$ cat config.mk
export PLATFORM = sky130hd
export DESIGN_NAME = rbm_fifo
export DESIGN_NICKNAME = d
export VERILOG_FILES = /design/src/rtl/rbm_pkg.sv /design/src/rtl/rbm_fifo.sv
export VERILOG_INCLUDE_DIRS = /design/src /design/src/rtl
export SDC_FILE = /design/constraint.sdc
export NUM_CORES = 1
export LEC_CHECK = 0
export ABC_AREA = 0
export BUFFER_PORTS_ARGS = -buffer_cell sky130_fd_sc_hd__clkbuf_2
export CORE_MARGIN = 2
export CORE_UTILIZATION = 32
export CTS_BUF_LIST = sky130_fd_sc_hd__clkbuf_16
export CTS_CLUSTER_DIAMETER = 150
export CTS_CLUSTER_SIZE = 30
export DETAILED_ROUTE_END_ITERATION = 8
export PLACE_DENSITY = 0.48
export RECOVER_POWER = 100
export SLEW_MARGIN = 20
export SYNTH_ARGS = -nofsm -noshare
export SYNTH_HDL_FRONTEND = slang
export SYNTH_SLANG_ARGS = --single-unit
export TNS_END_PERCENT = 100
$ cat constraint.sdc
create_clock -name clk_i -period 2.8 [get_ports clk_i]
set_clock_uncertainty 0.2 [all_clocks]
set_input_delay 0.42 -clock clk_i [delete_from_list [all_inputs] [get_ports clk_i]]
set_output_delay 0.42 -clock clk_i [all_outputs]
set_load 0.02 [all_outputs]
$ cat src/rtl/round_brush_mask_alpha_top_macros.svh
// Assertion helpers shared by rbm_cfg, rbm_fifo and rbm_back.
`ifndef ROUND_BRUSH_MASK_ALPHA_TOP_MACROS_SVH
`define ROUND_BRUSH_MASK_ALPHA_TOP_MACROS_SVH

// Property that must hold at every clock edge outside reset
`define RBM_ASSERT(lbl, clk, rstn, prop, msg) \
  lbl: assert property (@(posedge clk) disable iff (!rstn) (prop)) \
    else $error(msg);

// Antecedent at one edge implies the consequent at the next edge
`define RBM_ASSERT_NEXT(lbl, clk, rstn, ante, cons, msg) \
  lbl: assert property (@(posedge clk) disable iff (!rstn) (ante) |=> (cons)) \
    else $error(msg);

`endif

$ cat src/rtl/rbm_pkg.sv
`timescale 1ns / 1ps
`default_nettype none
package rbm_pkg;

  localparam int SIZE_W     = 12;
  localparam int HARD_W     = 7;
  localparam int COORD_W    = 10;
  localparam int ALPHA_W    = 8;
  localparam int WIDTH_W    = 10;
  localparam int HALF_W     = 9;
  localparam int DIST_W     = 9;
  localparam int D2_W       = 18;
  localparam int ROOT_W     = 30;
  localparam int RATIO_W    = 18;
  localparam int Q16_W      = 17;
  localparam int T_W        = 16;
  localparam int CFG_IDX_W  = 2;
  localparam int CFG_DATA_W = 12;
  localparam int FIFO_DEPTH = 4;

  localparam int MAX_DIAMETER_DEF = 256;

  // register indexes
  localparam logic [CFG_IDX_W-1:0] CFG_BRUSH_SIZE = 2'd0;
  localparam logic [CFG_IDX_W-1:0] CFG_HARDNESS   = 2'd1;
  localparam logic [CFG_IDX_W-1:0] CFG_ANTIALIAS  = 2'd2;

  localparam logic [SIZE_W-1:0] SIZE_RST = 12'd320;
  localparam logic [HARD_W-1:0] HARD_RST = 7'd100;
  localparam logic              AA_RST   = 1'b1;

  localparam logic [HARD_W-1:0] HARD_FULL = 7'd100;
  localparam logic [Q16_W-1:0]  ONE_Q16   = 17'h10000;

  // pixel after the front stage
  typedef struct packed {
    logic               in_stamp;
    logic [WIDTH_W-1:0] width;
    logic [D2_W-1:0]    d2;
  } rbm_item_t;

  // configuration and derived constants
  typedef struct packed {
    logic [SIZE_W-1:0]  brush_size;
    logic [HALF_W-1:0]  half;
    logic [WIDTH_W-1:0] width;
    logic               hard_full;
    logic [Q16_W-1:0]   hard_q16;
    logic [T_W-1:0]     band_t;
    logic               busy;
  } rbm_cfg_t;

endpackage
`default_nettype wire

$ cat src/rtl/rbm_fifo.sv
`timescale 1ns / 1ps
`default_nettype none
`include "round_brush_mask_alpha_top_macros.svh"
module rbm_fifo (
  input  wire logic          clk_i,
  input  wire logic          rst_ni,
  input  wire logic          push_valid_i,
  output logic               push_ready_o,
  input  wire rbm_pkg::rbm_item_t push_data_i,
  input  wire logic          pop_i,
  output logic               pop_valid_o,
  output rbm_pkg::rbm_item_t pop_data_o
);

  localparam int Depth = rbm_pkg::FIFO_DEPTH;
  localparam int PtrW  = $clog2(Depth);
  localparam int CntW  = $clog2(Depth + 1);

  rbm_pkg::rbm_item_t mem_q [Depth];
  logic [PtrW-1:0]    wr_q, rd_q;
  logic [CntW-1:0]    cnt_q;
  logic               push, pop;

  assign push_ready_o = cnt_q != CntW'(Depth);
  assign pop_valid_o  = cnt_q != '0;
  assign push         = push_valid_i && push_ready_o;
  assign pop          = pop_i && pop_valid_o;
  assign pop_data_o   = mem_q[rd_q];

  // advance pointers and level
  always_ff @(posedge clk_i or negedge rst_ni) begin
    if (!rst_ni) begin
      wr_q  <= '0;
      rd_q  <= '0;
      cnt_q <= '0;
    end else begin
      if (push) begin
        wr_q <= (wr_q == PtrW'(Depth - 1)) ? '0 : wr_q + PtrW'(1);
      end
      if (pop) begin
        rd_q <= (rd_q == PtrW'(Depth - 1)) ? '0 : rd_q + PtrW'(1);
      end
      if (push && !pop) begin
        cnt_q <= cnt_q + CntW'(1);
      end else if (pop && !push) begin
        cnt_q <= cnt_q - CntW'(1);
      end
    end
  end

  always_ff @(posedge clk_i) begin
    if (push) begin
      mem_q[wr_q] <= push_data_i;
    end
  end

  `RBM_ASSERT(a_fifo_pop, clk_i, rst_ni, !(pop_i && cnt_q == '0), "pop from empty queue")
  `RBM_ASSERT_NEXT(a_fifo_up, clk_i, rst_ni, push && !pop, cnt_q == $past(cnt_q) + CntW'(1), "level")

endmodule
`default_nettype wire

Word level (Yosys, flattened, before mapping)
Memories as Yosys holds them, arrays and structs flattened.
Index checks and enable logic that the tools add are counted.
{"block": "word_totals", "latch_bits": 0, "ramBits": 116, "memories": 1, "input_bits": 33, "register_bits": 7, "output_inout_bits": 31, "wordCells": 25, "mem_bits_ro": 0}
{"name": "mem_q", "words": 4, "width": 29, "rd": 1, "rd_ports_with_merged_regs": 0, "wr": 1, "line": "rbm_fifo.sv:19", "rtl": "rbm_pkg::rbm_item_t mem_q [Depth];"}
{"block": "op_classes", "mux": 6, "bitwise_logic": 0, "n_eq_ne": 3, "n_div": 0, "reduce_logical": 8, "order_cmp": 0, "n_addsub": 4, "n_shift": 0, "n_mul": 0}
{"op": "3-bit two-way mux", "count": 2}
{"op": "2-bit by 1-bit adder with 2-bit output (second input constant)", "count": 2}
{"op": "2-bit equality test (second input constant)", "count": 2}
{"op": "1-bit logical AND", "count": 4}
{"op": "2-bit two-way mux", "count": 2}
{"op": "3-bit by 1-bit adder with 3-bit output (second input constant)", "count": 1}
{"op": "3-bit != test (second input constant)", "count": 1}
{"op": "3-bit nonzero test", "count": 1}
{"op": "3-bit by 1-bit subtractor with 3-bit output (second input constant)", "count": 1}
{"op": "1-bit logical NOT", "count": 2}
{"op": "1-bit two-way mux", "count": 2}
{"op": "2-bit nonzero test", "count": 1}

Longest topological paths before layout
{"block": "logic_depth", "depth_word": 6, "mapped_depth": 8, "ltp_nobuf": 8}

Worst setup path before layout
OpenSTA, ideal clock, no wires.
{"block": "synth_timing", "path_type": "reg2reg", "start": "register cnt_q[1]", "end": "register cnt_q[2]", "stages_incl_launch_ff": 9, "setup_time_ns": 0.079, "arrival_ns": 2.093, "path_slack_ns": 0.428, "period_less_slack_ns": 2.372, "cell_sequence": "dfrtp_1 > or3_2 > nand2_1 > ha_1 > inv_1 > fa_1 > xor2_1 > nor2_1 > xor2_1"}
{"block": "synth_between", "elab_chain_len": 5}
{"item": "start: declaration", "line": "rbm_fifo.sv:21", "rtl": "logic [CntW-1:0] cnt_q;"}
{"item": "start signal: assignment", "line": "rbm_fifo.sv:44", "rtl": "cnt_q <= cnt_q + CntW'(1);"}
{"item": "start signal: assignment", "line": "rbm_fifo.sv:46", "rtl": "cnt_q <= cnt_q - CntW'(1);"}
{"item": "3-bit nonzero test *", "line": "rbm_fifo.sv:25", "rtl": "assign pop_valid_o = cnt_q != '0;"}
{"item": "named net pop_valid_o", "line": "rbm_fifo.sv:11", "rtl": "output logic pop_valid_o,"}
{"item": "1-bit logical AND *", "line": "rbm_fifo.sv:27", "rtl": "assign pop = pop_i && pop_valid_o;"}
{"item": "1-bit logical NOT", "line": "rbm_fifo.sv:43", "rtl": "if (push && !pop) begin"}
{"item": "1-bit logical AND", "line": "rbm_fifo.sv:43"}
{"item": "3-bit two-way mux / 2-bit nonzero test (equally long branches)"}
The timed path passes the listed nets; every way through them passes the cells marked *. The select of a mux whose other input is x is not followed.
A chain may end at the register's enable or synchronous reset.

==> impl_metrics.csv <==
group,metric,value,unit
status,outcome,"finished, final reports clean",
critical_path,path_cells,"buf_12 -> mux4_2 -> clkbuf_1",
layout,drive_gt1_frac,0.270,
pwr,ir_drop,435,uV
clock_network,clk_pin_slew,0.05,ns
layout,n_antenna_cell,0,
placement,portBuffers,63,
layout,syn_to_final_growth,22.5,%
run,drv_cap,0,
clock_network,htree_num_levels,4,
sta,slew_viol_final,0,
critical_path,crit_buf_inv,2,
min_path,min_from,"push_data_i[22]",
layout,final_util,0.403,
global_routing,grt_use_total,0.121,
sta,timing.final.crit_period,2.60,ns
synthesis,synth_edf_count,116,
clock_network,clock_latency,0.41,ns
floorplanning,fp.dieH,124,um
synthesis,ys_types,18,
sta,worstMarginPinSlew,0.845,ns
detailed_routing,via_count,2088,
clock_network,clockBufferDepth,2,
global_routing,grt_pass1_vias,2287,
pwr,powerDensity,1150,nW/um^2
synthesis,synth_common_cells,"edfxtp_1 (116), mux4_2 (29), dfrtp_1 (7), ha_1 (6), and3_2 (4)",
sta,report.final.setup_viol,0,
detailed_routing,drt-initial-drc-count,159,
sta,fin_crit_sh,0.929,
detailed_routing,ant_nets,0,
critical_path,critPathMaxStageDelay,0.62,ns
sta,slew_headroom,0.437,
detailed_routing,wl,8.37,mm
detailed_routing,routed_via_density,4.53,
synthesis,ys_seq_elements,123,
critical_path,cp_data_arrival_time,1.98,ns
sta,rsz0062_at_grt,"no",
synthesis,synth.net_count,227,
synthesis,synth_area_per_cell,24.6,sq um
clock_network,tritoncts,"done",
synthesis,syn_inst,187,
critical_path,r2r_start,"cnt_q[1]$_DFFE_PN0P_",
layout,final_nets,308,
min_path,min_delay_path_depth,1,
critical_path,critPathMaxFanout,15,
synthesis,synth-seq-area-share,0.794,
critical_path,r2r_cells,6,
sta,fmax,385,MHz
clock_network,cts_root_buf,"clkbuf_16",
clock_network,clock-sinks,123,
critical_path,critPathLaunchType,"flip-flop",
floorplanning,ios,64,
global_routing,grt_first_pass_wirelength,12.8,mm
detailed_routing,drc,0,
pwr,p_leak,1.87,nW
synthesis,synth_flop_cell,"edfxtp_1",
sta,fin_tns_setup,0,ns
critical_path,path_depth,3,
detailed_routing,detail_route.first_pass.iterations,4,
critical_path,setup.worst_path.end_class,"primary output",
floorplanning,rows,43,
global_routing,grt_max_degree,30,
critical_path,path_delay_family,"flip-flops",
global_routing,overflow,0,
critical_path,slowest_stage,"dfrtp_4",
synthesis,async_flop_share,0.0569,
min_path,hold_class,"input pin to flip-flop",
layout,fillers,1283,
placement,routabilityCongestion,0.628,
placement,dpl.hpwl,5.01,mm
global_routing,grt_antenna_before_repair,0,
detailed_routing,wire_per_inst,18.2,um
sta,finalHoldViolCount,0,
synthesis,netlist_area,4610,sq um
synthesis,synth.top_cell.area_share,0.756,
critical_path,cp-startpoint,"rd_q[0]$_DFFE_PN0P_",
floorplanning,start_util,0.329,
critical_path,required,2.18,ns
synthesis,yosysTopAreaCell,"edfxtp_1",
synthesis,yosysWarnings,0,
critical_path,critical_path_class,"flip-flop to primary output",
floorplanning,core-area,14000,sq um
synthesis,yosysMostFrequentCell,"edfxtp_1",
synthesis,synth_area_leaders,"edfxtp_1 (76%), mux4_2 (14%), dfrtp_1 (3.8%)",
floorplanning,die_x,124,um
floorplanning,die_area,15400,sq um
clock_network,cts_buffers,17,
[layer usage]
layer  GRT usage  wire length (um)  up-vias
met4      0.0611               142        0
met3      0.0504               471       13
met5           0                 0        -
li1            -                 -      947
met1       0.152              3880     1070
met2       0.180              3870       58
[cell usage in the layout, fill, tap and decap left out, drive strengths merged, types with 2 or more instances in the layout]
master and n:
inv 6, nor2 3, ha 6, dfrtp 7, clkinv 9, and3 4
buf 2, xor2 2, mux2 5, edfxtp 116, bufinv 2, clkbuf 82
mux4 29
[kinds of logic (layout without fill, tap and decap cells)]
logic type | after synthesis | in the layout | share of synthesized area
adder cells (fa/ha/maj) | 7 | 7 | 0.0206
buffers and inverters | 9 | 103 | 0.00815
XOR/XNOR | 3 | 3 | 0.00570
multiplexers | 34 | 34 | 0.156
flip-flops | 123 | 123 | 0.794
AND/OR/NAND/NOR | 11 | 11 | 0.0158
[metrics by stage]
stage               hold WS, ns  cells  power, mW  setup WS (ns)  cell area (sq um)
global placement         0.0681    428       4.66          0.452               5170
floorplan               -0.0756    187       3.97          0.428               4610
global route             0.0798    461       6.81         0.0788               5640
CTS                      0.0114    461       6.67         0.0267               5720
detailed placement       0.0702    428       4.67          0.402               5170
finish                   0.0796    461       6.47          0.200               5640
[sequential cells by signal, indices dropped and copies added (netlist names)]
name,count
wr_q,2
cnt_q,3
rd_q,2
mem_q,116
[cell type report]
class / count / area (sq um) / area share
clock buffer: 17 / 425 / 0.0754
clock inverter: 15 / 116 / 0.0206
inverter: 3 / 11.3 / 0.00200
multi-input combinational: 55 / 906 / 0.161
sequential: 123 / 3660 / 0.649
tap: 180 / 225 / 0.0399
timing repair buffer: 68 / 294 / 0.0521
[what timing repair did]
item	in CTS	in global routing
endpoints found under the hold margin	7	0
hold buffers	1	0
setup endpoints to repair	0	13
setup buffers	0	0
resized for setup	0	1
[worst paths after layout]
check                                    endpoint  slack (ns)
setup / recovery                    pop_data_o[3]        0.20
hold / removal             mem_q[0][22]$_DFFE_PP_        0.08
setup reg to reg             cnt_q[1]$_DFFE_PN0P_        0.32
hold reg to reg              cnt_q[2]$_DFFE_PN0P_        0.30
max in group asynchronous     rd_q[0]$_DFFE_PN0P_        1.81
min in group asynchronous    cnt_q[0]$_DFFE_PN0P_        0.25
[power by group]
part	switching, mW	internal (mW)	leakage [nW]
clock network	0.715	1.27	0.275
registers	0.226	2.46	1.14
logic	1.04	0.758	0.449
total	1.98	4.48	1.87
Note: power is estimated with default switching activity, not from simulation.
