`src/rtl/round_brush_mask_alpha_top_macros.svh`:
```
// Assertion helpers shared by rbm_cfg, rbm_fifo and rbm_back.
`ifndef ROUND_BRUSH_MASK_ALPHA_TOP_MACROS_SVH
`define ROUND_BRUSH_MASK_ALPHA_TOP_MACROS_SVH

// Property that must hold at every clock edge outside reset
`define RBM_ASSERT(lbl, clk, rstn, prop, msg) \
  lbl: assert property (@(posedge clk) disable iff (!rstn) (prop)) \
    else $error(msg);

// Antecedent at one edge implies the consequent at the next edge
`define RBM_ASSERT_NEXT(lbl, clk, rstn, ante, cons, msg) \
  lbl: assert property (@(posedge clk) disable iff (!rstn) (ante) |=> (cons)) \
    else $error(msg);

`endif

```
`src/rtl/rbm_pkg.sv`:
```
`timescale 1ns / 1ps
`default_nettype none
package rbm_pkg;

  localparam int SIZE_W     = 12;
  localparam int HARD_W     = 7;
  localparam int COORD_W    = 10;
  localparam int ALPHA_W    = 8;
  localparam int WIDTH_W    = 10;
  localparam int HALF_W     = 9;
  localparam int DIST_W     = 9;
  localparam int D2_W       = 18;
  localparam int ROOT_W     = 30;
  localparam int RATIO_W    = 18;
  localparam int Q16_W      = 17;
  localparam int T_W        = 16;
  localparam int CFG_IDX_W  = 2;
  localparam int CFG_DATA_W = 12;
  localparam int FIFO_DEPTH = 4;

  localparam int MAX_DIAMETER_DEF = 256;

  // register indexes
  localparam logic [CFG_IDX_W-1:0] CFG_BRUSH_SIZE = 2'd0;
  localparam logic [CFG_IDX_W-1:0] CFG_HARDNESS   = 2'd1;
  localparam logic [CFG_IDX_W-1:0] CFG_ANTIALIAS  = 2'd2;

  localparam logic [SIZE_W-1:0] SIZE_RST = 12'd320;
  localparam logic [HARD_W-1:0] HARD_RST = 7'd100;
  localparam logic              AA_RST   = 1'b1;

  localparam logic [HARD_W-1:0] HARD_FULL = 7'd100;
  localparam logic [Q16_W-1:0]  ONE_Q16   = 17'h10000;

  // pixel after the front stage
  typedef struct packed {
    logic               in_stamp;
    logic [WIDTH_W-1:0] width;
    logic [D2_W-1:0]    d2;
  } rbm_item_t;

  // configuration and derived constants
  typedef struct packed {
    logic [SIZE_W-1:0]  brush_size;
    logic [HALF_W-1:0]  half;
    logic [WIDTH_W-1:0] width;
    logic               hard_full;
    logic [Q16_W-1:0]   hard_q16;
    logic [T_W-1:0]     band_t;
    logic               busy;
  } rbm_cfg_t;

endpackage
`default_nettype wire

```
`src/rtl/rbm_if.sv`:
```
`timescale 1ns / 1ps
`default_nettype none
// pixel coordinate channel
interface rbm_pix_if;
  logic                             valid;
  logic                             ready;
  logic [rbm_pkg::COORD_W-1:0]      pixel_x;
  logic [rbm_pkg::COORD_W-1:0]      pixel_y;
  modport source (output valid, output pixel_x, output pixel_y, input ready);
  modport sink   (input valid, input pixel_x, input pixel_y, output ready);
endinterface

`default_nettype wire

```
`src/rtl/rbm_front.sv`:
```
`timescale 1ns / 1ps
`default_nettype none
module rbm_front (
  input  wire logic         clk_i,
  input  wire logic         rst_ni,
  input  wire rbm_pkg::rbm_cfg_t cfg_i,
  rbm_pix_if.sink           pix_in,
  output logic              item_valid_o,
  input  wire logic         item_ready_i,
  output rbm_pkg::rbm_item_t item_o
);

  logic                        fv_q;
  rbm_pkg::rbm_item_t          item_q, item_d;
  logic [rbm_pkg::COORD_W-1:0] half_ext, dx, dy;
  logic [rbm_pkg::DIST_W-1:0]  dxn, dyn;
  logic                        accept;

  assign pix_in.ready = !fv_q || item_ready_i;
  assign accept       = pix_in.valid && pix_in.ready;

  // classify the pixel and form its squared distance
  always_comb begin
    half_ext = rbm_pkg::COORD_W'(cfg_i.half);
    dx = (pix_in.pixel_x >= half_ext) ? pix_in.pixel_x - half_ext : half_ext - pix_in.pixel_x;
    dy = (pix_in.pixel_y >= half_ext) ? pix_in.pixel_y - half_ext : half_ext - pix_in.pixel_y;
    dxn = dx[rbm_pkg::DIST_W-1:0];
    dyn = dy[rbm_pkg::DIST_W-1:0];
    item_d.in_stamp = (cfg_i.brush_size != '0) && (pix_in.pixel_x < cfg_i.width)
                      && (pix_in.pixel_y < cfg_i.width);
    item_d.width  = cfg_i.width;
    item_d.d2     = rbm_pkg::D2_W'(dxn * dxn) + rbm_pkg::D2_W'(dyn * dyn);
  end

  // hold the beat until the queue takes it
  always_ff @(posedge clk_i or negedge rst_ni) begin
    if (!rst_ni) begin
      fv_q <= 1'b0;
    end else if (accept) begin
      fv_q <= 1'b1;
    end else if (item_ready_i) begin
      fv_q <= 1'b0;
    end
  end

  always_ff @(posedge clk_i) begin
    if (accept) begin
      item_q <= item_d;
    end
  end

  assign item_valid_o = fv_q;
  assign item_o       = item_q;

endmodule
`default_nettype wire

```
`src/flat_wrapper.sv`:
```
// flat-port wrapper written by rule: the top's interface ports become plain ports
module rbm_front_flat 
  (clk_i, rst_ni, cfg_i, item_valid_o, item_ready_i, item_o, pix_in_valid, pix_in_pixel_x, pix_in_pixel_y, pix_in_ready);
  rbm_pix_if pix_in_i ();
  input  wire logic clk_i;
  input  wire logic rst_ni;
  input  wire rbm_pkg::rbm_cfg_t cfg_i;
  output logic item_valid_o;
  input  wire logic item_ready_i;
  output rbm_pkg::rbm_item_t item_o;
  input wire logic [$bits(pix_in_i.valid)-1:0] pix_in_valid;
  input wire logic [$bits(pix_in_i.pixel_x)-1:0] pix_in_pixel_x;
  input wire logic [$bits(pix_in_i.pixel_y)-1:0] pix_in_pixel_y;
  output wire logic [$bits(pix_in_i.ready)-1:0] pix_in_ready;
  assign pix_in_i.valid = pix_in_valid;
  assign pix_in_i.pixel_x = pix_in_pixel_x;
  assign pix_in_i.pixel_y = pix_in_pixel_y;
  assign pix_in_ready = pix_in_i.ready;
  rbm_front u_core (.clk_i(clk_i), .rst_ni(rst_ni), .cfg_i(cfg_i), .pix_in(pix_in_i), .item_valid_o(item_valid_o), .item_ready_i(item_ready_i), .item_o(item_o));
endmodule
```
`config.mk`:
```
export PLATFORM = sky130hd
export DESIGN_NAME = rbm_front_flat
export DESIGN_NICKNAME = d
export VERILOG_FILES = /design/src/rtl/round_brush_mask_alpha_top_macros.svh /design/src/rtl/rbm_pkg.sv /design/src/rtl/rbm_if.sv /design/src/rtl/rbm_front.sv /design/src/flat_wrapper.sv
export SDC_FILE = /design/constraint.sdc
export NUM_CORES = 1
export LEC_CHECK = 0
export ABC_CLOCK_PERIOD_IN_PS = 1600
export BUFFER_PORTS_ARGS = -buffer_cell sky130_fd_sc_hd__buf_2
export CORE_MARGIN = 4
export CORE_UTILIZATION = 54
export DETAILED_ROUTE_END_ITERATION = 12
export PLACE_DENSITY_LB_ADDON = 0.05
export SETUP_SLACK_MARGIN = 0.5
export SLEW_MARGIN = 40
export SYNTH_ARGS = -nofsm -noshare
export SYNTH_HDL_FRONTEND = slang
export SYNTH_SLANG_ARGS = --single-unit
```
`constraint.sdc`:
```
create_clock -name clk_i -period 1.6 [get_ports clk_i]
set_input_delay 0.16 -clock clk_i [delete_from_list [all_inputs] [get_ports clk_i]]
set_output_delay 0.16 -clock clk_i [all_outputs]
set_load 0.1 [all_outputs]
```
# Yosys cells after proc, flatten, opt, wreduce, memory -nomap -nowiden
# Index checks and enable logic that the tools add are counted.
# word_totals
reg_bits	30
latchBits	0
ramBits	0
rom_bits	0
in_bits	90
out_inout_bits	31
elab_cells	26
mem_count	0
# classes
add_sub_neg	5
multipliers	2
n_div	0
n_lt_le_gt_ge	4
eq_ne	0
shift	0
n_mux	4
bitwise_logic	0
n_reduce_logical	7
# op_table
cell	n
9-bit by 9-bit multiplier with 18-bit output	2
9-bit subtractor	4
10-bit by 9-bit greater-or-equal comparator with 1-bit output	2
10-bit < comparator	2
18-bit adder	1
9-bit 2-to-1 mux	2
12-bit nonzero test	1
1-bit logical AND	3
1-bit 2-to-1 mux	2
2-bit nonzero test	1
1-bit logical NOT	1
1-bit logical OR	1

# Longest topological paths before layout
# logic_depth
ltp_word	4
depth_mapped	34
ltp_nobuf	33

# Worst setup path before layout
# No wires, ideal clock.
# synth_path
path_type	input to register
startpoint	input pix_in_pixel_y[0]
endpoint	register u_core.item_q, in the netlist u_core.item_o[16], data pin
setup_ps	266
arrival_time_ps	7343
setup_slack_ps	-6009
path_stages	31
cell_sequence	inv_1 -> ha_1 -> inv_1 -> fa_1 -> a21o_1 -> a2111oi_4 -> o21ai_2 -> buf_4 -> o41ai_2 -> xnor2_1 -> or2_1 -> fa_1 -> inv_1 -> fa_1 -> inv_1 -> fa_1 -> inv_1 -> fa_1 -> fa_1 -> inv_1 -> fa_1 -> inv_1 -> ha_1 -> o21ai_0 -> a21boi_1 -> o21ai_0 -> nand2b_1 -> a21o_1 -> a41o_1 -> o41ai_1 -> xnor2_1
# synth_lines
element	line_no	source
start, declared	flat_wrapper.sv:13	input wire logic [$bits(pix_in_i.pixel_y)-1:0] pix_in_pixel_y;
end signal, assigned	rbm_front.sv:48	item_q <= item_d;
end, declared	rbm_front.sv:14	rbm_pkg::rbm_item_t item_q, item_d;

==> results.md <==
* Status: finished with violations
* Failing checks: setup timing
* Area contributors post-synth: fa_1, ha_1, edfxtp_1
* Post-Route WL at about 25 mm
* Relative slew slack at between 60% and 70%
* Setup TNS at -75.36 ns
* Die Span X at ~120 um
* Global-route wire length before repair at approximately 36 mm
* Ys Warns at 0
* Post-route ant nets at 0
* Hold_sp: cfg_i[39]
* Slowest cell on crit path: fa_1
* Largest net degree at the start of global routing at 11
* Max incr delay on CP at 0.54 ns
* DRC viols at 0
* Diodes inserted at 0
* Largest buffer count on any clock path at 2
* # setup viols final at 17
* Slew Limit Fails at 0
* Vias at 6886
* Worst-Skew Late Latency at 0.30 ns
* Final hold vios at 0
* Mapped Area at approximately 7200 um^2
* Post-route cell area at roughly 11000 um^2
* Root Buffer: clkbuf_16
* CTS tree: done
* Row Count at between 40 and 50
* Hold Path End: u_core.item_o[22]$_DFFE_PP_
* CTS clk-pin slew, worst paths at 0.06 ns
* Number of synthesized flops with an enable pin at 29
* Via density at roughly 5.4
* CTS buffer count at 5
* Crit Path Max Fanout at 5
* CP Class: input pin to register
* H-tree depth at 2
* Hold WC Path Type: input pin to register
* DR iter-0 viols at between 400 and 500
* GRT Util Overall at 30.9%
* Max Clk Rate at 137 MHz
* Reg area at approximately 900 um^2
* Final min period at 7.30 ns
* Syn-to-layout area delta at 55.0%
* Synthesized area per cell at around 9.3 um^2
* Sequential area share after synthesis at between 10 and 15%
* Setup slack, reg-to-reg at between 0.2 and 0.3 ns
* Placed Area at 9500 um^2
* Hpwl dp at 16.1 mm
* GPL Wtd Cong at 0.989
* Io pins at between 100 and 150
* Filler instances at approximately 630
* Layout Skew at about 0.007 ns
* Drt first pass iters at 5
* Reg2reg path depth at 4
* CP Capture Type: register
* Initial antenna violation count at 0
* Share of the synthesized area in the top cell type at between 20 and 30%
* Number of global-route vias before repair at 7409
* Worst r2r dst: u_core.item_o[3]$_DFFE_PP_
* Port bufs at 85
* Yosys reg bits at 30
* Worst EP required at 1.64 ns
* RSZ-0062 raised after global routing: yes
* Final period util at 456%
* Distinct cells, synth at between 60 and 70
* Worst-Margin Slew at 0.517 ns
* Die height at around 120 um
* Startpoint Class: input pin
* Synth Instances at 769
* Grt ovf at 0
* Die area at between 15000 and 20000 um^2
* Syn nets at 1073
* Final core utilization at 86.6%
* Critical path's most frequent cell: fa_1
* Area leader, netlist: fa_1
* Core box area at 12800 um^2
* Hold Path Depth at 1
* Synth async-reset ratio at under 10%
* Multi-input gate area at 6300 um^2
* Nets@finish at 1400
* R2r startpoint: u_core.item_valid_o$_DFFE_PN0P_
* Predominant post-synthesis flop cell: edfxtp_1
* Ratio of cells with drive above 1 in the final layout at between 40% and 50%
* Avg WL per Cell at ~20 um
* Clock tree sinks at 30
* Setup ws final at -5.70 ns
* Total of max-cap violations at 0
* Starting Density at a little under three fifths
* CP arrival at 7.34 ns
## state kept, by name, summed over array words and instances (netlist names)
register             cells
u_core.item_o           29
u_core.item_valid_o      1
## kinds of logic after synthesis
group | after synthesis | synth area share, %
compound gates | 112 | 10.8
xor+xnor | 37 | 5.13
fa+ha+maj | 214 | 48.2
buf+inv | 209 | 11.1
flops | 30 | 12.5
mux | 10 | 1.45
simple gates | 157 | 10.9
## per-stage QoR
step | setup slack (ns) | cells | hold WS [ns]
after floorplan | -5.42 | 769 | -0.136
after global placement | -5.69 | 1208 | -0.0642
after detailed placement | -5.89 | 1208 | -0.0629
after CTS | -5.45 | 1249 | 0.0383
after global routing | -5.94 | 1269 | 0.0418
final | -5.70 | 1269 | 0.0490
## synthesized netlist by cell type (all sizes together), types with 2 or more instances
master	number
a2111oi	2
a211oi	4
a21o	20
a21oi	33
a31o	2
a31oi	3
and2	8
and4	4
buf	6
clkbuf	5
edfxtp	29
fa	103
ha	111
inv	198
mux2	3
mux2i	7
nand2	22
nand2b	16
nand3	6
nor2	61
nor2b	13
nor3	8
nor4	4
o21a	4
o21ai	24
o21bai	2
o31ai	2
o41ai	2
or2	10
or3	2
xnor2	25
xor2	11
## layout by cell type (no fill, tap or decap), types with 4 or more instances in the layout
cell type    n
or2_2        6
mux2i_1      4
clkbuf_16    5
nor2_1      44
buf_4      224
nor3_1       5
o21ai_0     13
nor2_4       9
buf_6       42
buf_12      10
inv_4        4
xnor2_1     17
nand2b_4     6
o21ai_1      5
xor2_1       9
fa_1        93
edfxtp_1    29
inv_1      173
xnor2_2      8
fa_2        10
inv_2       17
nand2_1     20
ha_1        82
nor2_2       8
ha_4        28
buf_8        4
buf_2       46
a21oi_1     19
o21a_1       4
and2_1       7
a21o_1      20
nand2b_1    10
nand3_1      5
a21oi_2     11
nor2b_1     11
## worst max-delay path, delay by kind of cell
family	cells	cell delay [ns]
buf+inv	10	0.87
fa+ha+maj	9	3.62
compound gates	11	2.02
xor+xnor	2	0.29
simple gates	2	0.37
## worst max-delay path by stage
stage / end / cells past startpoint / from / slack [ns]
floorplan: u_core.item_o[16]$_DFFE_PP_ / 33 / pix_in_pixel_y[0] / -5.42
global placement: u_core.item_o[17]$_DFFE_PP_ / 31 / pix_in_pixel_y[0] / -5.69
detailed placement: u_core.item_o[17]$_DFFE_PP_ / 31 / pix_in_pixel_y[0] / -5.89
CTS: u_core.item_o[16]$_DFFE_PP_ / 33 / pix_in_pixel_y[0] / -5.45
global route: u_core.item_o[16]$_DFFE_PP_ / 34 / pix_in_pixel_y[0] / -5.94
finish: u_core.item_o[16]$_DFFE_PP_ / 34 / pix_in_pixel_y[0] / -5.70
## routing by layer
layer,vias to the layer above,global-route usage [%],part of all wire (%)
li1,3101,-,-
met1,3387,36.4,38
met2,303,54.4,52
met3,95,5.72,5.7
met4,0,14.3,4.5
met5,-,0,0
## what timing repair did
| action | 4_1_cts | 5_1_grt |
|---|---|---|
| gates cloned | 3 | 0 |
| resized for setup | 179 | 43 |
| hold buffers | 1 | 0 |
| endpoints found under the hold margin | 1 | 0 |
| pin swaps | 54 | 44 |
| setup endpoints to repair | 79 | 56 |
| buffers inserted | 29 | 20 |
## area by class of cell
type                    instances  share of cell area, %
multi-input cells             530                   56.7
clock inverters                 2                  0.113
clock buffers                   6                   1.25
inverters                     198                   7.15
well taps                     172                   1.94
repair buffers                331                   24.7
flip-flops and latches         30                   8.10
Power is not shown: default switching activity piles up to over one toggle a cycle in this logic, so the estimate is an artifact.
