<file path="config.mk">
export PLATFORM = sky130hd
export DESIGN_NAME = rbm_cfg
export DESIGN_NICKNAME = d
export VERILOG_FILES = /design/src/rtl/rbm_pkg.sv /design/src/rtl/rbm_cfg.sv
export VERILOG_INCLUDE_DIRS = /design/src /design/src/rtl
export SDC_FILE = /design/constraint.sdc
export NUM_CORES = 1
export LEC_CHECK = 0
export BUFFER_PORTS_ARGS = -buffer_cell sky130_fd_sc_hd__buf_4
export CORE_MARGIN = 1.5
export CORE_UTILIZATION = 55
export DETAILED_ROUTE_END_ITERATION = 10
export PLACE_DENSITY = 0.77
export SYNTH_ARGS = -nofsm -noshare
export SYNTH_HDL_FRONTEND = slang
export SYNTH_SLANG_ARGS = --single-unit
</file>
<file path="constraint.sdc">
create_clock -name clk_i -period 7.4 [get_ports clk_i]
set_input_delay 1.48 -clock clk_i [delete_from_list [all_inputs] [get_ports clk_i]]
set_output_delay 1.48 -clock clk_i [all_outputs]
set_load 0.1 [all_outputs]
</file>
<file path="src/rtl/round_brush_mask_alpha_top_macros.svh">
// Assertion helpers shared by rbm_cfg, rbm_fifo and rbm_back.
`ifndef ROUND_BRUSH_MASK_ALPHA_TOP_MACROS_SVH
`define ROUND_BRUSH_MASK_ALPHA_TOP_MACROS_SVH

// Property that must hold at every clock edge outside reset
`define RBM_ASSERT(lbl, clk, rstn, prop, msg) \
  lbl: assert property (@(posedge clk) disable iff (!rstn) (prop)) \
    else $error(msg);

// Antecedent at one edge implies the consequent at the next edge
`define RBM_ASSERT_NEXT(lbl, clk, rstn, ante, cons, msg) \
  lbl: assert property (@(posedge clk) disable iff (!rstn) (ante) |=> (cons)) \
    else $error(msg);

`endif

</file>
<file path="src/rtl/rbm_pkg.sv">
`timescale 1ns / 1ps
`default_nettype none
package rbm_pkg;

  localparam int SIZE_W     = 12;
  localparam int HARD_W     = 7;
  localparam int COORD_W    = 10;
  localparam int ALPHA_W    = 8;
  localparam int WIDTH_W    = 10;
  localparam int HALF_W     = 9;
  localparam int DIST_W     = 9;
  localparam int D2_W       = 18;
  localparam int ROOT_W     = 30;
  localparam int RATIO_W    = 18;
  localparam int Q16_W      = 17;
  localparam int T_W        = 16;
  localparam int CFG_IDX_W  = 2;
  localparam int CFG_DATA_W = 12;
  localparam int FIFO_DEPTH = 4;

  localparam int MAX_DIAMETER_DEF = 256;

  // register indexes
  localparam logic [CFG_IDX_W-1:0] CFG_BRUSH_SIZE = 2'd0;
  localparam logic [CFG_IDX_W-1:0] CFG_HARDNESS   = 2'd1;
  localparam logic [CFG_IDX_W-1:0] CFG_ANTIALIAS  = 2'd2;

  localparam logic [SIZE_W-1:0] SIZE_RST = 12'd320;
  localparam logic [HARD_W-1:0] HARD_RST = 7'd100;
  localparam logic              AA_RST   = 1'b1;

  localparam logic [HARD_W-1:0] HARD_FULL = 7'd100;
  localparam logic [Q16_W-1:0]  ONE_Q16   = 17'h10000;

  // pixel after the front stage
  typedef struct packed {
    logic               in_stamp;
    logic [WIDTH_W-1:0] width;
    logic [D2_W-1:0]    d2;
  } rbm_item_t;

  // configuration and derived constants
  typedef struct packed {
    logic [SIZE_W-1:0]  brush_size;
    logic [HALF_W-1:0]  half;
    logic [WIDTH_W-1:0] width;
    logic               hard_full;
    logic [Q16_W-1:0]   hard_q16;
    logic [T_W-1:0]     band_t;
    logic               busy;
  } rbm_cfg_t;

endpackage
`default_nettype wire

</file>
<file path="src/rtl/rbm_cfg.sv">
`timescale 1ns / 1ps
`default_nettype none
`include "round_brush_mask_alpha_top_macros.svh"
module rbm_cfg #(
  parameter int MAX_DIAMETER = rbm_pkg::MAX_DIAMETER_DEF
) (
  input  wire logic                           clk_i,
  input  wire logic                           rst_ni,
  input  wire logic                           cfg_we_i,
  input  wire logic [rbm_pkg::CFG_IDX_W-1:0]  cfg_idx_i,
  input  wire logic [rbm_pkg::CFG_DATA_W-1:0] cfg_data_i,
  output rbm_pkg::rbm_cfg_t                   cfg_o
);

  localparam int DivW = 23;
  localparam int CntW = $clog2(DivW);
  localparam int HardProdW = 29;
  // ceil(2^26 / 25): hard * 65536 / 100 is exact as (hard * this) >> 12
  localparam logic [HardProdW-1:0] HardRecip = 29'd2684355;

  logic [rbm_pkg::SIZE_W-1:0]  size_q;
  logic [rbm_pkg::HARD_W-1:0]  hard_q;
  logic                        aa_q;
  logic [rbm_pkg::SIZE_W:0]    size_rnd;
  logic [rbm_pkg::HALF_W-1:0]  ceil_half;
  logic [rbm_pkg::HALF_W-1:0]  half;
  logic [rbm_pkg::WIDTH_W-1:0] width;
  logic [HardProdW-1:0]        hard_prod;

  logic                        busy_q;
  logic [CntW-1:0]             cnt_q;
  logic [rbm_pkg::WIDTH_W-1:0] remt_q, remt_d;
  logic [DivW-1:0]             qt_q;
  logic [DivW-1:0]             num_t;
  logic [rbm_pkg::WIDTH_W:0]   rt, rt_n;
  logic                        ge_t;

  // register writes
  always_ff @(posedge clk_i or negedge rst_ni) begin
    if (!rst_ni) begin
      size_q <= rbm_pkg::SIZE_RST;
      hard_q <= rbm_pkg::HARD_RST;
      aa_q   <= rbm_pkg::AA_RST;
    end else if (cfg_we_i) begin
      case (cfg_idx_i)
        rbm_pkg::CFG_BRUSH_SIZE: size_q <= cfg_data_i[rbm_pkg::SIZE_W-1:0];
        rbm_pkg::CFG_HARDNESS:   hard_q <= cfg_data_i[rbm_pkg::HARD_W-1:0];
        rbm_pkg::CFG_ANTIALIAS:  aa_q   <= cfg_data_i[0];
        default: ;
      endcase
    end
  end

  // stamp half size, rounded up and limited
  always_comb begin
    size_rnd  = {1'b0, size_q} + (rbm_pkg::SIZE_W + 1)'(15);
    ceil_half = size_rnd[rbm_pkg::SIZE_W:4];
    half      = (int'(ceil_half) > MAX_DIAMETER) ? rbm_pkg::HALF_W'(MAX_DIAMETER) : ceil_half;
    width     = {half, 1'b1};
  end

  // hardness edge in Q16 by reciprocal multiply
  always_comb begin
    hard_prod = HardProdW'(hard_q) * HardRecip;
  end

  // one quotient bit a cycle for the band half width
  always_comb begin
    num_t  = DivW'(32768);
    rt     = {remt_q, num_t[cnt_q]};
    ge_t   = rt >= {1'b0, width};
    rt_n   = ge_t ? rt - {1'b0, width} : rt;
    remt_d = rt_n[rbm_pkg::WIDTH_W-1:0];
  end

  // restart on every write and after reset
  always_ff @(posedge clk_i or negedge rst_ni) begin
    if (!rst_ni) begin
      busy_q <= 1'b1;
      cnt_q  <= CntW'(DivW - 1);
      remt_q <= '0;
      qt_q   <= '0;
    end else if (cfg_we_i) begin
      busy_q <= 1'b1;
      cnt_q  <= CntW'(DivW - 1);
      remt_q <= '0;
      qt_q   <= '0;
    end else if (busy_q) begin
      remt_q <= remt_d;
      qt_q   <= {qt_q[DivW-2:0], ge_t};
      if (cnt_q == '0) begin
        busy_q <= 1'b0;
      end else begin
        cnt_q <= cnt_q - CntW'(1);
      end
    end
  end

  always_comb begin
    cfg_o.brush_size = size_q;
    cfg_o.half       = half;
    cfg_o.width      = width;
    cfg_o.hard_full  = hard_q >= rbm_pkg::HARD_FULL;
    cfg_o.hard_q16   = hard_prod[HardProdW-1:12];
    cfg_o.band_t     = aa_q ? qt_q[rbm_pkg::T_W-1:0] : '0;
    cfg_o.busy       = busy_q;
  end

  `RBM_ASSERT_NEXT(a_cfg_restart, clk_i, rst_ni, cfg_we_i, busy_q, "config not restarted")
  `RBM_ASSERT_NEXT(a_cfg_finish, clk_i, rst_ni, busy_q && cnt_q == '0 && !cfg_we_i, !busy_q, "overran")

endmodule
`default_nettype wire

</file>
* Word level (Yosys, flattened, before mapping) *
Memory sizes are Yosys's and may differ from the RTL's.
Index checks and enable logic that the tools add are counted.
W data, S select, Z words.

operators by class
  add/subtract/negate cells = 3
  multipliers = 1
  $lt $le $gt $ge = 4
  eq/ne operators = 3
  mux-type cells = 14
  reductions and logical operators = 7

operator list
  cell                     count
  $mux W16                 3
  $mux W10                 3
  $mul A7 B22 Y29 const B  1
  $mux W5                  3
  $add A12 B4 Y13 const B  1
  $ge A11 B10 Y1           1
  $sub A10 B10 Y10         1
  $gt A9 B9 Y1 const B     1
  $mux W9                  1
  $reduce_and A2 Y1        4
  $ge A7 B7 Y1 const B     1
  $lt A5 B6 Y1 const B     1
  $logic_not A5 Y1         1
  $sub A5 B1 Y5 const B    1
  $mux W1                  4
  $eq A2 B1 Y1 const B     1
  $eq A2 B2 Y1 const B     1
  $logic_not A2 Y1         1
  $ne A2 B2 Y1 const B     1
  $reduce_bool A2 Y1       1

word-level totals
  register bits = 52
  ROM bits = 32
  input bits = 17
  output and inout port bits = 66
  word-level logic and storage cells = 40
  memories = 1

memories
  name              depth  bits a word  read ports  clocked after Yosys merged registers in  wr ports  RTL line       source
  (name not given)  32     1            1           0                                        0         rbm_cfg.sv:70  rt = {remt_q, num_t[cnt_q]};

* Depth between registers and ports, before layout *
  word-level depth = 7
  mapped depth = 17
  mapped depth without buffers = 16

* Worst setup path after synthesis *
OpenSTA, ideal clock, no wires.

  path kind = reg-to-output
  start point = reg hard_q[2] (netlist name)
  end point = out cfg_o[30] (netlist name)
  arrival time = 4771 ps
  required time = 5920 ps
  path slack = 1149 ps
  cell stages (with the launch flop) = 16
  buffers on the path = 1
  cell sequence = dfstp_2 -> inv_1 -> fa_1 -> inv_1 -> fa_1 -> fa_1 -> fa_1 -> ha_1 -> a21oi_1 -> o21ai_0 -> a22o_2 -> a211oi_1 -> o21ai_2 -> a31oi_1 -> xnor2_1 -> buf_4

between the ends
  cells in the longest elaborated chain, start to end = 1

RTL lines
  what                    RTL line       source
  start, declared         rbm_cfg.sv:22  logic [rbm_pkg::HARD_W-1:0] hard_q;
  start signal, assigned  rbm_cfg.sv:42  hard_q <= rbm_pkg::HARD_RST;
  start signal, assigned  rbm_cfg.sv:47  rbm_pkg::CFG_HARDNESS: hard_q <= cfg_data_i[rbm_pkg::HARD_W-1:0];
  $mul A7 B22 Y29         rbm_cfg.sv:64  hard_prod = HardProdW'(hard_q) * HardRecip;
  end, declared           rbm_cfg.sv:12  output rbm_pkg::rbm_cfg_t cfg_o

No other way between the ends.

==> reports/qor.csv <==
metric,value,unit
status,"finished, final reports clean",
slew_headroom,31.3,%
min_period,6920,ps
yosys_register_bits,52,
setup_tns,0,ps
synthSimpleGateAreaFrac,11.7,%
min_path_type,reg -> reg,
synth_top_family_by_area,adder cells,
synth_compound_area_share,11.2,%
grt_max_degree,53,
wl_per_cell,15.5,um
drive_gt1_share,21.1,%
start_util,56.0,%
cp_data_required_time,5920,ps
drt_first_iter_violations,208,
ys_seq_area_share,24.2,%
grt_pass1_wl,19400,um
fp.dieArea,10500,um2
hold_viol,0,
synth_top_area_share,20.3,%
cp_slowest_stage_delay,640,ps
setup_violations,0,
r2r_end,remt_q[7]$_DFFE_PN0P_,
io_pins,83,
final_max_slew_viol_count,0,
yosys.area.top_type,ha_1,
antenna_cells,0,
insertion_delay,300,ps
cpMostUsedCell,fa_1,
synth_nets,695,
end_kind,output port,
synthMuxAreaShare,7.43,%
whs_path_depth,2,
grt_setup_unrepaired,no,
antenna_found_initial,0,
finalWirelength,11600,um
hold_end,qt_q[15]$_DFFE_PN0P_,
cts_resized,0,
tightest_slew,1030,ps
ys_types,61,
areaGrowthSynthToFinish,11.8,%
synthXorXnorAreaFrac,5.50,%
ys.flop_type,dfrtp_1,
arrival,5440,ps
rows,36,
cts_buffers,5,
ctsHtreeMaxLevel,2,
finalClockSkew,3.45,ps
crit_path_max_fanout,8,
cp_cell_sequence,"inv_1, fa_1, inv_1, fa_1, fa_1, fa_1, ha_1, a21oi_1, o21ai_0, a22o_2, a211oi_1, buf_4, o21ai_2, a31oi_1, xnor2_1, buf_4",
slowest_stage,dfstp_2,
cts_setup_buffers,0,
cts_buffer_depth,2,
cp-start-kind,flop,
hp-start,qt_q[15]$_DFFE_PN0P_,
worstReg2RegStart,size_q[0]$_DFFE_PN0P_,
ys_warn_count,0,
ctsHoldBuffers,0,
startpoint,hard_q[2]$_DFFE_PN1P_,
yosys-top-cells-area,"ha_1, dfrtp_1, fa_1, inv_1, dfstp_2",
postSynthCellCount,564,
cts.sinks,52,
r2r_slack,3770,ps
setup.worst_path.class,reg -> out,
firstDrtPassIters,7,
syn-cell-area,5420,um2
ff2ff_path_depth,12,
hpwl,9270,um
synth_edf_count,0,
finalCritPeriodShare,93.5,%
grt_overflow,0,
numPortBuffers,81,
routabilityCongestion,0.975,
drc,0,
coreArea,9680,um2
yosysMostFrequentCell,ha_1,
nets,745,
grt_usage,23.4,%
max_freq,144,MHz
vias_per_cell,5.48,
yosys-top-cells-count,"ha_1, inv_1, dfrtp_1, nor2_1, buf_4",
dieWidth,102,um
syn_area_per_cell,9.61,um2
grt_pass1_vias,4096,
synthAdderAreaFrac,29.9,%
cts_tree,built,
maxCapViolCount,0,
cts-root-buf,clkbuf_8,
vias,4097,
die_y,102,um
ys_async_sr_fraction,100,%
drtAntennaViolNets,0,
clk_transition_reported_paths,90,ps
==> per-stage QoR <==
step           cell area, um2  setup slack (ps)  utilization [%]  hold slack, ps  std cells
2_1_floorplan            5420              1150                -             478        564
3_3_place_gp             5950               957             61.4             509        740
3_5_place_dp             5950               903             61.4             515        740
4_1_cts                  6060               538             62.5             539        748
5_1_grt                  6060               230             62.5             560        748
6_report                 6060               479             62.5             532        748
==> per-layer routing <==
metal	routed length, um	global-route usage, %
met1	5460	33.6
met2	5340	37.1
met3	614	4.58
met4	140	4.32
met5	0	0
==> cells in the final DEF, fill, tap and decap left out, types with 4 or more instances in the layout <==
cell type / synthesis / routed
nand3_1: 9 / 9
dfrtp_1: 42 / 42
dfstp_2: 10 / 10
inv_1: 73 / 73
mux2i_1: 20 / 20
mux2_2: 18 / 18
buf_4: 28 / 82
nor2_1: 42 / 42
and2_1: 16 / 16
o21a_1: 4 / 4
o21ai_0: 14 / 14
o21bai_1: 6 / 6
clkbuf_8: 0 / 5
fa_1: 26 / 26
a21o_1: 4 / 4
nand2b_1: 5 / 5
a21oi_1: 21 / 21
nor3_1: 7 / 7
xor2_1: 13 / 13
xnor2_1: 21 / 21
nand4_1: 5 / 5
ha_1: 88 / 88
nand2_1: 22 / 22
a211oi_1: 7 / 7
nor2b_1: 7 / 7
==> state kept, by name (all words and copies together) (netlist names) <==
register and cells:
busy_q 1, hard_q 7, size_q 12, cnt_q 5
qt_q 16, remt_q 10, aa_q 1
==> kinds of logic after synthesis <==
kind of cell,after synthesis
AOI/OAI and AO/OA,85
muxes,38
DFF,52
xor gates and xnor gates,34
adders and majority gates,114
other,1
buffers and inverters,112
and+or+nand+nor,128
==> how the worst max path moves through the flow <==
stage               cells past startpoint        end
finish                                 16  cfg_o[30]
global route                           16  cfg_o[30]
floorplan                              15  cfg_o[30]
detailed placement                     16  cfg_o[30]
CTS                                    16  cfg_o[30]
global placement                       16  cfg_o[30]
==> worst max-delay path: cells and delay by family (launching register included) <==
kind / cells / cell delay [ps]
buffers and inverters: 4 / 720
flip-flops: 1 / 640
XOR/XNOR: 1 / 150
adder cells (fa/ha/maj): 5 / 2340
AO/OA/AOI/OAI: 6 / 1280
==> layout make-up <==
class                   count  area [um2]
clock buffers               6        72.6
inverters                  73         274
repair buffers             82         616
multi-input cells         400        3580
fillers                   796        3630
flip-flops and latches     52        1310
clock inverters             2        38.8
well taps                 133         166
Power is not shown: default switching activity piles up to over one toggle a cycle in this logic, so the estimate is an artifact.
